--- config.mk ---
export PLATFORM = sky130hd
export DESIGN_NAME = packed_pixel_unpacker
export DESIGN_NICKNAME = d
export VERILOG_FILES = /design/src/hw/rtl/ppu_pkg.sv /design/src/hw/rtl/packed_pixel_unpacker.sv
export SDC_FILE = /design/constraint.sdc
export NUM_CORES = 1
export LEC_CHECK = 0
export BUFFER_PORTS_ARGS = -buffer_cell sky130_fd_sc_hd__buf_2
export CAP_MARGIN = 20
export CORE_UTILIZATION = 35
export CTS_BUF_LIST = sky130_fd_sc_hd__clkbuf_8
export DETAILED_ROUTE_END_ITERATION = 16
export PLACE_DENSITY = 0.52
export SYNTH_ARGS = -nofsm -noshare
export SYNTH_HDL_FRONTEND = slang
export SYNTH_SLANG_ARGS = --single-unit
--- constraint.sdc ---
create_clock -name clk -period 10 [get_ports clk]
set_input_delay 0.5 -clock clk [delete_from_list [all_inputs] [get_ports clk]]
set_output_delay 0.5 -clock clk [all_outputs]
set_load 0.05 [all_outputs]
--- src/hw/rtl/ppu_pkg.sv ---
// Package for the packed pixel unpacker: widths, pixel size codes and bit reordering.
package ppu_pkg;

  localparam int unsigned WORD_W  = 64;
  localparam int unsigned PIXEL_W = 32;
  localparam int unsigned LG_W    = 3;
  localparam int unsigned IDX_W   = $clog2(WORD_W);

  // Pixel size codes (log2 of bits per pixel)
  typedef enum logic [LG_W-1:0] {
    PIX_1B  = 3'd0,
    PIX_2B  = 3'd1,
    PIX_4B  = 3'd2,
    PIX_8B  = 3'd3,
    PIX_16B = 3'd4,
    PIX_32B = 3'd5
  } pix_size_t;

  localparam logic [LG_W-1:0] LG_RESET = PIX_8B;

  // Codes beyond the largest size behave as 32-bit pixels
  function automatic pix_size_t size_decode(logic [LG_W-1:0] lg);
    pix_size_t s;
    s = PIX_32B;
    unique case (lg)
      PIX_1B:  s = PIX_1B;
      PIX_2B:  s = PIX_2B;
      PIX_4B:  s = PIX_4B;
      PIX_8B:  s = PIX_8B;
      PIX_16B: s = PIX_16B;
      default: s = PIX_32B;
    endcase
    return s;
  endfunction

  // Index of the last pixel in a word
  function automatic logic [IDX_W-1:0] last_index(pix_size_t s);
    logic [IDX_W-1:0] n;
    n = '1;
    unique case (s)
      PIX_1B:  n = IDX_W'(63);
      PIX_2B:  n = IDX_W'(31);
      PIX_4B:  n = IDX_W'(15);
      PIX_8B:  n = IDX_W'(7);
      PIX_16B: n = IDX_W'(3);
      default: n = IDX_W'(1);
    endcase
    return n;
  endfunction

  // Reverse sub-byte fields within each byte so the most significant field leads
  function automatic logic [WORD_W-1:0] reorder(pix_size_t s, logic [WORD_W-1:0] x);
    logic [WORD_W-1:0] y;
    y = x;
    unique case (s)
      PIX_1B: begin
        y = ((x & 64'h0101010101010101) << 7) | ((x & 64'h0202020202020202) << 5)
          | ((x & 64'h0404040404040404) << 3) | ((x & 64'h0808080808080808) << 1)
          | ((x & 64'h1010101010101010) >> 1) | ((x & 64'h2020202020202020) >> 3)
          | ((x & 64'h4040404040404040) >> 5) | ((x & 64'h8080808080808080) >> 7);
      end
      PIX_2B: begin
        y = ((x & 64'h0303030303030303) << 6) | ((x & 64'h0c0c0c0c0c0c0c0c) << 2)
          | ((x & 64'h3030303030303030) >> 2) | ((x & 64'hc0c0c0c0c0c0c0c0) >> 6);
      end
      PIX_4B: begin
        y = ((x & 64'h0f0f0f0f0f0f0f0f) << 4) | ((x & 64'hf0f0f0f0f0f0f0f0) >> 4);
      end
      default: y = x;
    endcase
    return y;
  endfunction

endpackage

--- src/hw/rtl/packed_pixel_unpacker.sv ---
// Top level of the packed pixel unpacker: word register, pixel shifter and result register.
//
// Usage
//   Input: present in_raw_word and in_last_word with start high; the word is
//   taken at a rising edge where start is high and busy is low.
//   Output: each pixel appears on out_pixel for one cycle with out_valid high,
//   out_word_end on the last pixel of a word and out_frame_end on the last
//   pixel of a word that came with in_last_word set. The receiver cannot stall.
//   Configuration: cfg_wr_en writes cfg_wr_data into the pixel size register
//   (log2 of bits per pixel, codes six and seven act as 32-bit pixels).
//   Write it only while the block is idle.
// Timing
//   The first pixel of a word passes from the word register into the result
//   register, from which it drives the result ports.
//   A word yields 64/B pixels at one per cycle (2 at 32 bits, 8 at 8 bits,
//   64 at 1 bit); the word register shifts by B each cycle and sets that
//   rate. The next word is accepted in the cycle the last pixel of the
//   current one moves to the result register, so words follow with no gap.
// Reset
//   rst_n low (synchronous) drops any word in flight, clears the strobe and
//   sets 8-bit pixels.
module packed_pixel_unpacker (
  input  logic                          clk,
  input  logic                          rst_n,
  input  logic                          start,
  output logic                          busy,
  input  logic [ppu_pkg::WORD_W-1:0]    in_raw_word,
  input  logic                          in_last_word,
  output logic                          out_valid,
  output logic [ppu_pkg::PIXEL_W-1:0]   out_pixel,
  output logic                          out_word_end,
  output logic                          out_frame_end,
  input  logic                          cfg_wr_en,
  input  logic [ppu_pkg::LG_W-1:0]      cfg_wr_data
);

  logic [ppu_pkg::LG_W-1:0]    lg_r;
  ppu_pkg::pix_size_t          size;

  logic                        word_vld_r;
  logic [ppu_pkg::WORD_W-1:0]  word_r, word_nxt;
  logic [ppu_pkg::IDX_W-1:0]   idx_r;
  logic                        last_r;
  logic                        end_now;
  logic                        accept;

  logic                        out_valid_r;
  logic [ppu_pkg::PIXEL_W-1:0] pixel_r, pixel_nxt;
  logic                        word_end_r;
  logic                        frame_end_r;

  // Configuration register
  always_ff @(posedge clk) begin
    if (!rst_n) begin
      lg_r <= ppu_pkg::LG_RESET;
    end else if (cfg_wr_en) begin
      lg_r <= cfg_wr_data;
    end
  end

  assign size    = ppu_pkg::size_decode(lg_r);
  assign end_now = word_vld_r && (idx_r == ppu_pkg::last_index(size));
  // Free when empty, or when the current word hands over its last pixel
  assign busy    = word_vld_r && !end_now;
  assign accept  = start && !busy;

  // Advance the word by one pixel width
  always_comb begin
    word_nxt = word_r;
    unique case (size)
      ppu_pkg::PIX_1B:  word_nxt = word_r >> 1;
      ppu_pkg::PIX_2B:  word_nxt = word_r >> 2;
      ppu_pkg::PIX_4B:  word_nxt = word_r >> 4;
      ppu_pkg::PIX_8B:  word_nxt = word_r >> 8;
      ppu_pkg::PIX_16B: word_nxt = word_r >> 16;
      default:          word_nxt = word_r >> 32;
    endcase
  end

  // Take the low B bits, zero-extended
  always_comb begin
    pixel_nxt = '0;
    unique case (size)
      ppu_pkg::PIX_1B:  pixel_nxt = ppu_pkg::PIXEL_W'(word_r[0:0]);
      ppu_pkg::PIX_2B:  pixel_nxt = ppu_pkg::PIXEL_W'(word_r[1:0]);
      ppu_pkg::PIX_4B:  pixel_nxt = ppu_pkg::PIXEL_W'(word_r[3:0]);
      ppu_pkg::PIX_8B:  pixel_nxt = ppu_pkg::PIXEL_W'(word_r[7:0]);
      ppu_pkg::PIX_16B: pixel_nxt = ppu_pkg::PIXEL_W'(word_r[15:0]);
      default:          pixel_nxt = word_r[31:0];
    endcase
  end

  // Word register control: load on accept, otherwise advance or drop
  always_ff @(posedge clk) begin
    if (!rst_n) begin
      word_vld_r <= 1'b0;
      idx_r      <= '0;
    end else if (accept) begin
      word_vld_r <= 1'b1;
      idx_r      <= '0;
    end else if (end_now) begin
      word_vld_r <= 1'b0;
    end else if (word_vld_r) begin
      idx_r <= idx_r + ppu_pkg::IDX_W'(1);
    end
  end

  // Word payload: no reset needed
  always_ff @(posedge clk) begin
    if (accept) begin
      word_r <= ppu_pkg::reorder(size, in_raw_word);
      last_r <= in_last_word;
    end else if (word_vld_r) begin
      word_r <= word_nxt;
    end
  end

  // Result register
  always_ff @(posedge clk) begin
    if (!rst_n) begin
      out_valid_r <= 1'b0;
    end else begin
      out_valid_r <= word_vld_r;
    end
  end

  always_ff @(posedge clk) begin
    if (word_vld_r) begin
      pixel_r     <= pixel_nxt;
      word_end_r  <= end_now;
      frame_end_r <= end_now && last_r;
    end
  end

  assign out_valid     = out_valid_r;
  assign out_pixel     = pixel_r;
  assign out_word_end  = word_end_r;
  assign out_frame_end = frame_end_r;

endmodule

# After elaboration in Yosys (flattened, before gate mapping)
# Cells that the tools add are included.
dict set report totals {
  in_bits 72
  elab_cells 53
  regBits 110
}
dict set report op_classes {
  n_mux 9
  n_reduce_logical 12
  bitwise 13
  n_eq_ne 9
  addsub 1
}
# cell n
set ops {}
lappend ops {{63-bit one-hot mux with 5 select lines} 1}
lappend ops {{64-bit by 60-bit bitwise OR with 64-bit output} 3}
lappend ops {{64-bit one-hot mux with 3 select lines} 1}
lappend ops {{32-bit one-hot mux with 5 select lines} 1}
lappend ops {{64-bit 2-to-1 mux} 2}
lappend ops {{64-bit by 58-bit bitwise OR with 64-bit output} 2}
lappend ops {{64-bit by 62-bit bitwise OR with 64-bit output} 2}
lappend ops {{64-bit by 57-bit bitwise OR with 64-bit output} 1}
lappend ops {{64-bit by 59-bit bitwise OR with 64-bit output} 1}
lappend ops {{64-bit by 61-bit bitwise OR with 64-bit output} 1}
lappend ops {{64-bit by 63-bit bitwise OR with 64-bit output} 1}
lappend ops {{6-bit one-hot mux with 5 select lines} 1}
lappend ops {{3-bit one-hot mux with 5 select lines} 1}
lappend ops {{3-bit by 2-bit == test with 1-bit output, second input constant} 4}
lappend ops {{6-bit by 1-bit adder with 6-bit output, second input constant} 1}
lappend ops {{3-bit by 1-bit == test with 1-bit output, second input constant} 2}
lappend ops {{3-bit == test, second input constant} 2}
lappend ops {{6-bit == test} 1}
lappend ops {{3-bit logical NOT} 2}
lappend ops {{1-bit logical AND} 4}
lappend ops {{2-bit nonzero test} 2}
lappend ops {{1-bit logical NOT} 2}
lappend ops {{1-bit 2-to-1 mux} 2}
lappend ops {{1-bit NOT} 2}
lappend ops {{2 further kinds} 2}

# Logic depth before layout (Yosys ltp)
dict set report logic_depth {
  ltp_word 11
  mapped_depth 9
}

# Worst setup path before layout
# Ideal clock, no wire load.
dict set report synth_path {
  path_type {register to register}
  start {register word_vld_r}
  end {register word_r[0] in the netlist's numbering (enable)}
  path_buffers 0
  stages_incl_launch_ff 3
  period_less_slack_ns 3.168
  setup_ns 0.424
  setup_slack_ns 6.832
  arrival_time_ns 2.744
  cell_sequence {dfxtp_1 -> inv_1 -> nand2_1}
}
dict set report synth_via {
  elab_chain_cells 6
}
# item line_no
set synth_rtl {}
lappend synth_rtl {{start: declaration} packed_pixel_unpacker.sv:40} ;# logic word_vld_r;
lappend synth_rtl {{start signal: assignment} packed_pixel_unpacker.sv:96} ;# word_vld_r <= 1'b0;
lappend synth_rtl {{start signal: assignment} packed_pixel_unpacker.sv:99} ;# word_vld_r <= 1'b1;
lappend synth_rtl {{start signal: assignment} packed_pixel_unpacker.sv:102} ;# word_vld_r <= 1'b0;
lappend synth_rtl {{1-bit logical AND} packed_pixel_unpacker.sv:62} ;# assign end_now = word_vld_r && (idx_r == ppu_pkg::last_index(size));
lappend synth_rtl {{1-bit logical NOT} packed_pixel_unpacker.sv:64} ;# assign busy = word_vld_r && !end_now;
lappend synth_rtl {{1-bit logical AND} packed_pixel_unpacker.sv:64}
lappend synth_rtl {{1-bit logical NOT} packed_pixel_unpacker.sv:65} ;# assign accept = start && !busy;
lappend synth_rtl {{1-bit logical AND} packed_pixel_unpacker.sv:65}
lappend synth_rtl {{2-bit nonzero test (no source line) (*)} n/a}
lappend synth_rtl {{end signal: assignment} packed_pixel_unpacker.sv:111} ;# word_r <= ppu_pkg::reorder(size, in_raw_word);
lappend synth_rtl {{end signal: assignment} packed_pixel_unpacker.sv:114} ;# word_r <= word_nxt;
lappend synth_rtl {{end: declaration} packed_pixel_unpacker.sv:41} ;# logic [ppu_pkg::WORD_W-1:0] word_r, word_nxt;
# Mark *: on every way between the ends. The rest lies on a longest branch, timed or not.
# A chain may end at the register's enable or synchronous reset.

# Worst setup path after layout
dict set report layout_path {
  start {register lg_r[1] in the netlist's numbering}
  end {register word_r[1] in the netlist's numbering, data pin}
}
dict set report layout_via {
  elab_chain_cells 11
}
# item line_no
set layout_rtl {}
lappend layout_rtl {{start: declaration} packed_pixel_unpacker.sv:37} ;# logic [ppu_pkg::LG_W-1:0] lg_r;
lappend layout_rtl {{start signal: assignment} packed_pixel_unpacker.sv:55} ;# lg_r <= ppu_pkg::LG_RESET;
lappend layout_rtl {{start signal: assignment} packed_pixel_unpacker.sv:57} ;# lg_r <= cfg_wr_data;
lappend layout_rtl {{3-bit == test (tied with other cells)} ppu_pkg.sv:25} ;# unique case (lg)
lappend layout_rtl {{3-bit one-hot mux with 5 select lines (*)} ppu_pkg.sv:25}
lappend layout_rtl {{3-bit == test (tied with other cells)} {ppu_pkg.sv:40, packed_pixel_unpacker.sv:70}}
lappend layout_rtl {{6-bit one-hot mux with 5 select lines} ppu_pkg.sv:40} ;# unique case (s)
lappend layout_rtl {{6-bit == test} packed_pixel_unpacker.sv:62}
lappend layout_rtl {{1-bit logical AND} packed_pixel_unpacker.sv:62}
lappend layout_rtl {{1-bit logical NOT} packed_pixel_unpacker.sv:64}
lappend layout_rtl {{1-bit logical AND} packed_pixel_unpacker.sv:64}
lappend layout_rtl {{1-bit logical NOT} packed_pixel_unpacker.sv:65}
lappend layout_rtl {{1-bit logical AND} packed_pixel_unpacker.sv:65}
lappend layout_rtl {{64-bit 2-to-1 mux (*)} packed_pixel_unpacker.sv:110} ;# if (accept) begin
# Mark *: on every way between the ends. The rest lies on a longest branch, timed or not. The select of a mux whose other input is x is not followed.

==> impl_metrics.tcl <==
set metrics [dict create \
    status "finished, final reports clean" \
    antennaDiodeCount 0 \
    synth_common_cells "126 x mux2i_1, 99 x edfxtp_1, 92 x nand2_1, 76 x o21ai_0, 75 x nor2_1" \
    yosys.area.top_type "edfxtp_1" \
    postSynthAreaPerCell_um2 9.36 \
    synthArstFlopShare_pct 0 \
    cts_resized 0 \
    fin_nets 1068 \
    rr_endpoint "word_r[1]$_DFFE_PP_" \
    rr_worst_depth 7 \
    crit-reg2reg-launch "lg_r[1]$_SDFFE_PN1P_" \
    die_y_um 161 \
    ff2ff_setup_slack_ns 5.77 \
    port_buffers 107 \
    hold_class "in -> reg" \
    place_congestion 0.860 \
    cpPeakStageDelay_ns 0.82 \
    hold_violations 0 \
    cts_hold_buf 0 \
    cap_violations 0 \
    dp_hpwl_mm 19.4 \
    power_switching_uw 591 \
    cts_tree "done" \
    netlist.area_leader.share_pct 33.4 \
    wl_per_cell_um 21.9 \
    numCtsBuffers 9 \
    grt_use_total_pct 22.3 \
    drtIter0Drc 739 \
    fin_util_pct 39.9 \
    cp-start-kind "register" \
    htreeDepth 3 \
    cts.sinks 110 \
    yosys_warnings 0 \
    clk_pin_slew_ns 0.11 \
    drt_wl_total_mm 29.0 \
    grt_pass1_wl_mm 44.6 \
    die_w_um 161 \
    cp_top_family "buffers and inverters" \
    fin_skew_ns 0.00762 \
    cellLeakagePower_uw 0.00397 \
    rsz0062_at_grt "false" \
    drtAntennaViolNets 0 \
    syn_to_final_growth_pct 10.5 \
    drt_first_pass_iters 6 \
    setup_violations 0 \
    maxSlewHeadroom_pct 28.3 \
    critPathLaunch "lg_r[1]$_SDFFE_PN1P_" \
    insertion_delay_ns 0.40 \
    synth_cell_types 60 \
    slew_violations 0 \
    grt_max_degree 68 \
    cp_num_cells 7 \
    p_total_uw 1560 \
    internal_power_uw 971 \
    crit_fanout 65 \
    p_per_area_nw_per_um2 159 \
    worst-path-buf-inv 2 \
    dieArea_um2 26000 \
    power.share.clock_pct 19.3 \
    via_per_inst 5.98 \
    synth_edf_count 99 \
    syn_inst 950 \
    grt-ovfl-total 0 \
    antenna_found_initial 0 \
    rows 57 \
    ys_seq_area_share_pct 35.9 \
    worstPathCellList "buf_4, o21ai_4, o22ai_2, or4_1, nand3_4, inv_4, mux2_2" \
    initial_core_util_pct 36.1 \
    ios 108 \
    tightest_slew_ns 1.08 \
    pwr-share-comb_pct 32.7 \
    grt_pass1_vias 7277 \
    clock.fmax_ghz 0.236 \
    period_minus_slack_ns 4.23 \
    drive_above_1_share_pct 20.1 \
    arrival_ns 4.39 \
    timing.final.crit_share_pct 42.3 \
    syn-num-nets 1023 \
    setup_tns_ns 0 \
    drcViolationCount 0 \
    yosys_most_used_dff "edfxtp_1" \
    nFillCells 2461 \
    root_buffer "clkbuf_8" \
    syn_area_um2 8890 \
    synthTopCellsByArea "edfxtp_1 33%, mux2i_1 14%, mux4_2 8.4%" \
    critical_path.endpoint "word_r[1]$_DFFE_PP_" \
    routed-via-count 7911 \
    core_area_um2 24600 \
    peakVddDrop_uv 59.9 \
    synth-seq-cells 110 \
    postCtsSetupBuffers 0 \
    seq_power_share_pct 48.0 \
    critPathKind "reg -> reg" \
    clk_path_buf_depth 2 \
    crit_required_ns 10.15 \
    synth_most_common_cell "mux2i_1" \
    endpoint_kind "register" \
    p_sw_share_pct 37.8 \
    crit_slowest_cell "buf_4" \
    multiInputGateArea_um2 5290 \
    regArea_um2 3210 \
]
[state kept, by name (all words and copies together) (netlist names)]
register       count
word_r            64
idx_r              6
lg_r               3
out_word_end       1
last_r             1
out_valid          1
word_vld_r         1
out_frame_end      1
out_pixel         32
[how the worst min path moves through the flow]
| stage | from | to | slack (ns) | depth (start not counted) |
|---|---|---|---|---|
| 2_1_floorplan | word_r[0]$_DFFE_PP_ | out_pixel[0]$_DFFE_PP_ | 0.40 | 0 |
| 3_3_place_gp | word_r[0]$_DFFE_PP_ | out_pixel[0]$_DFFE_PP_ | 0.42 | 0 |
| 3_5_place_dp | word_r[0]$_DFFE_PP_ | out_pixel[0]$_DFFE_PP_ | 0.41 | 0 |
| 4_1_cts | in_last_word | last_r$_DFFE_PP_ | 0.29 | 1 |
| 5_1_grt | in_last_word | last_r$_DFFE_PP_ | 0.29 | 1 |
| 6_report | in_last_word | last_r$_DFFE_PP_ | 0.29 | 1 |
[stage by stage]
step	setup WS (ns)	area [um^2]	hold slack (ns)	instances
after CTS	5.80	9820	0.288	1324
after detailed placement	5.83	9620	0.410	1308
after global routing	5.50	9820	0.288	1324
after global placement	5.93	9580	0.416	1306
final	5.77	9820	0.289	1324
after floorplan	6.83	8890	0.400	950
[final cells by class]
cell class / instances / area share, %
clock buffer: 9 / 1.26
timing repair buffer: 123 / 6.85
clock inverter: 7 / 0.841
inverter: 12 / 0.484
sequential: 110 / 32.6
multi-input combinational: 739 / 53.8
tap: 324 / 4.13
[cells in the final DEF (no fill, tap or decap), types with 19 or more instances in the layout]
| cell | synthesis | routed |
|---|---|---|
| mux2i_1 | 126 | 126 |
| nand3_1 | 27 | 27 |
| buf_2 | 23 | 108 |
| o22ai_1 | 47 | 47 |
| and3_1 | 19 | 19 |
| mux4_2 | 33 | 33 |
| nor2_1 | 75 | 73 |
| nand2_1 | 92 | 91 |
| a21oi_1 | 68 | 68 |
| edfxtp_1 | 99 | 99 |
| nor2b_1 | 21 | 21 |
| o21ai_0 | 76 | 76 |
| a211oi_1 | 26 | 26 |
[cell families after synthesis]
kind of cell / count (synthesis) / share of synthesized area, %
xor+xnor: 3 / 0.296
fa+ha+maj: 1 / 0.141
flops: 110 / 35.9
mux: 174 / 24.7
buf+inv: 101 / 4.95
compound gates: 276 / 18.9
simple gates: 285 / 15.1
[routing by layer]
metal | up-vias | wire [um] | GRT usage (%)
li1 | 3703 | - | -
met1 | 3871 | 13400 | 32.6
met2 | 297 | 13000 | 33.7
met3 | 40 | 1990 | 3.06
met4 | 0 | 597 | 7.16
met5 | - | 0 | 0
[worst reg2reg max path: stages (launching register included)]
cell and delay, ns:
dfxtp_4 0.81, buf_4 0.83, o21ai_4 0.21, o22ai_2 0.20, or4_1 0.49, nand3_4 0.26, inv_4 0.70, mux2_2 0.51
[power groups by stage]
| stage | sequential (uW) | clock [uW] | combinational [uW] |
|---|---|---|---|
| after floorplan | 718 | 0 | 358 |
| after global placement | 758 | 0 | 502 |
| after detailed placement | 756 | 0 | 508 |
| after CTS | 745 | 306 | 509 |
| after global routing | 758 | 319 | 555 |
| final | 751 | 301 | 510 |
Power figures use the tool's default switching activity.
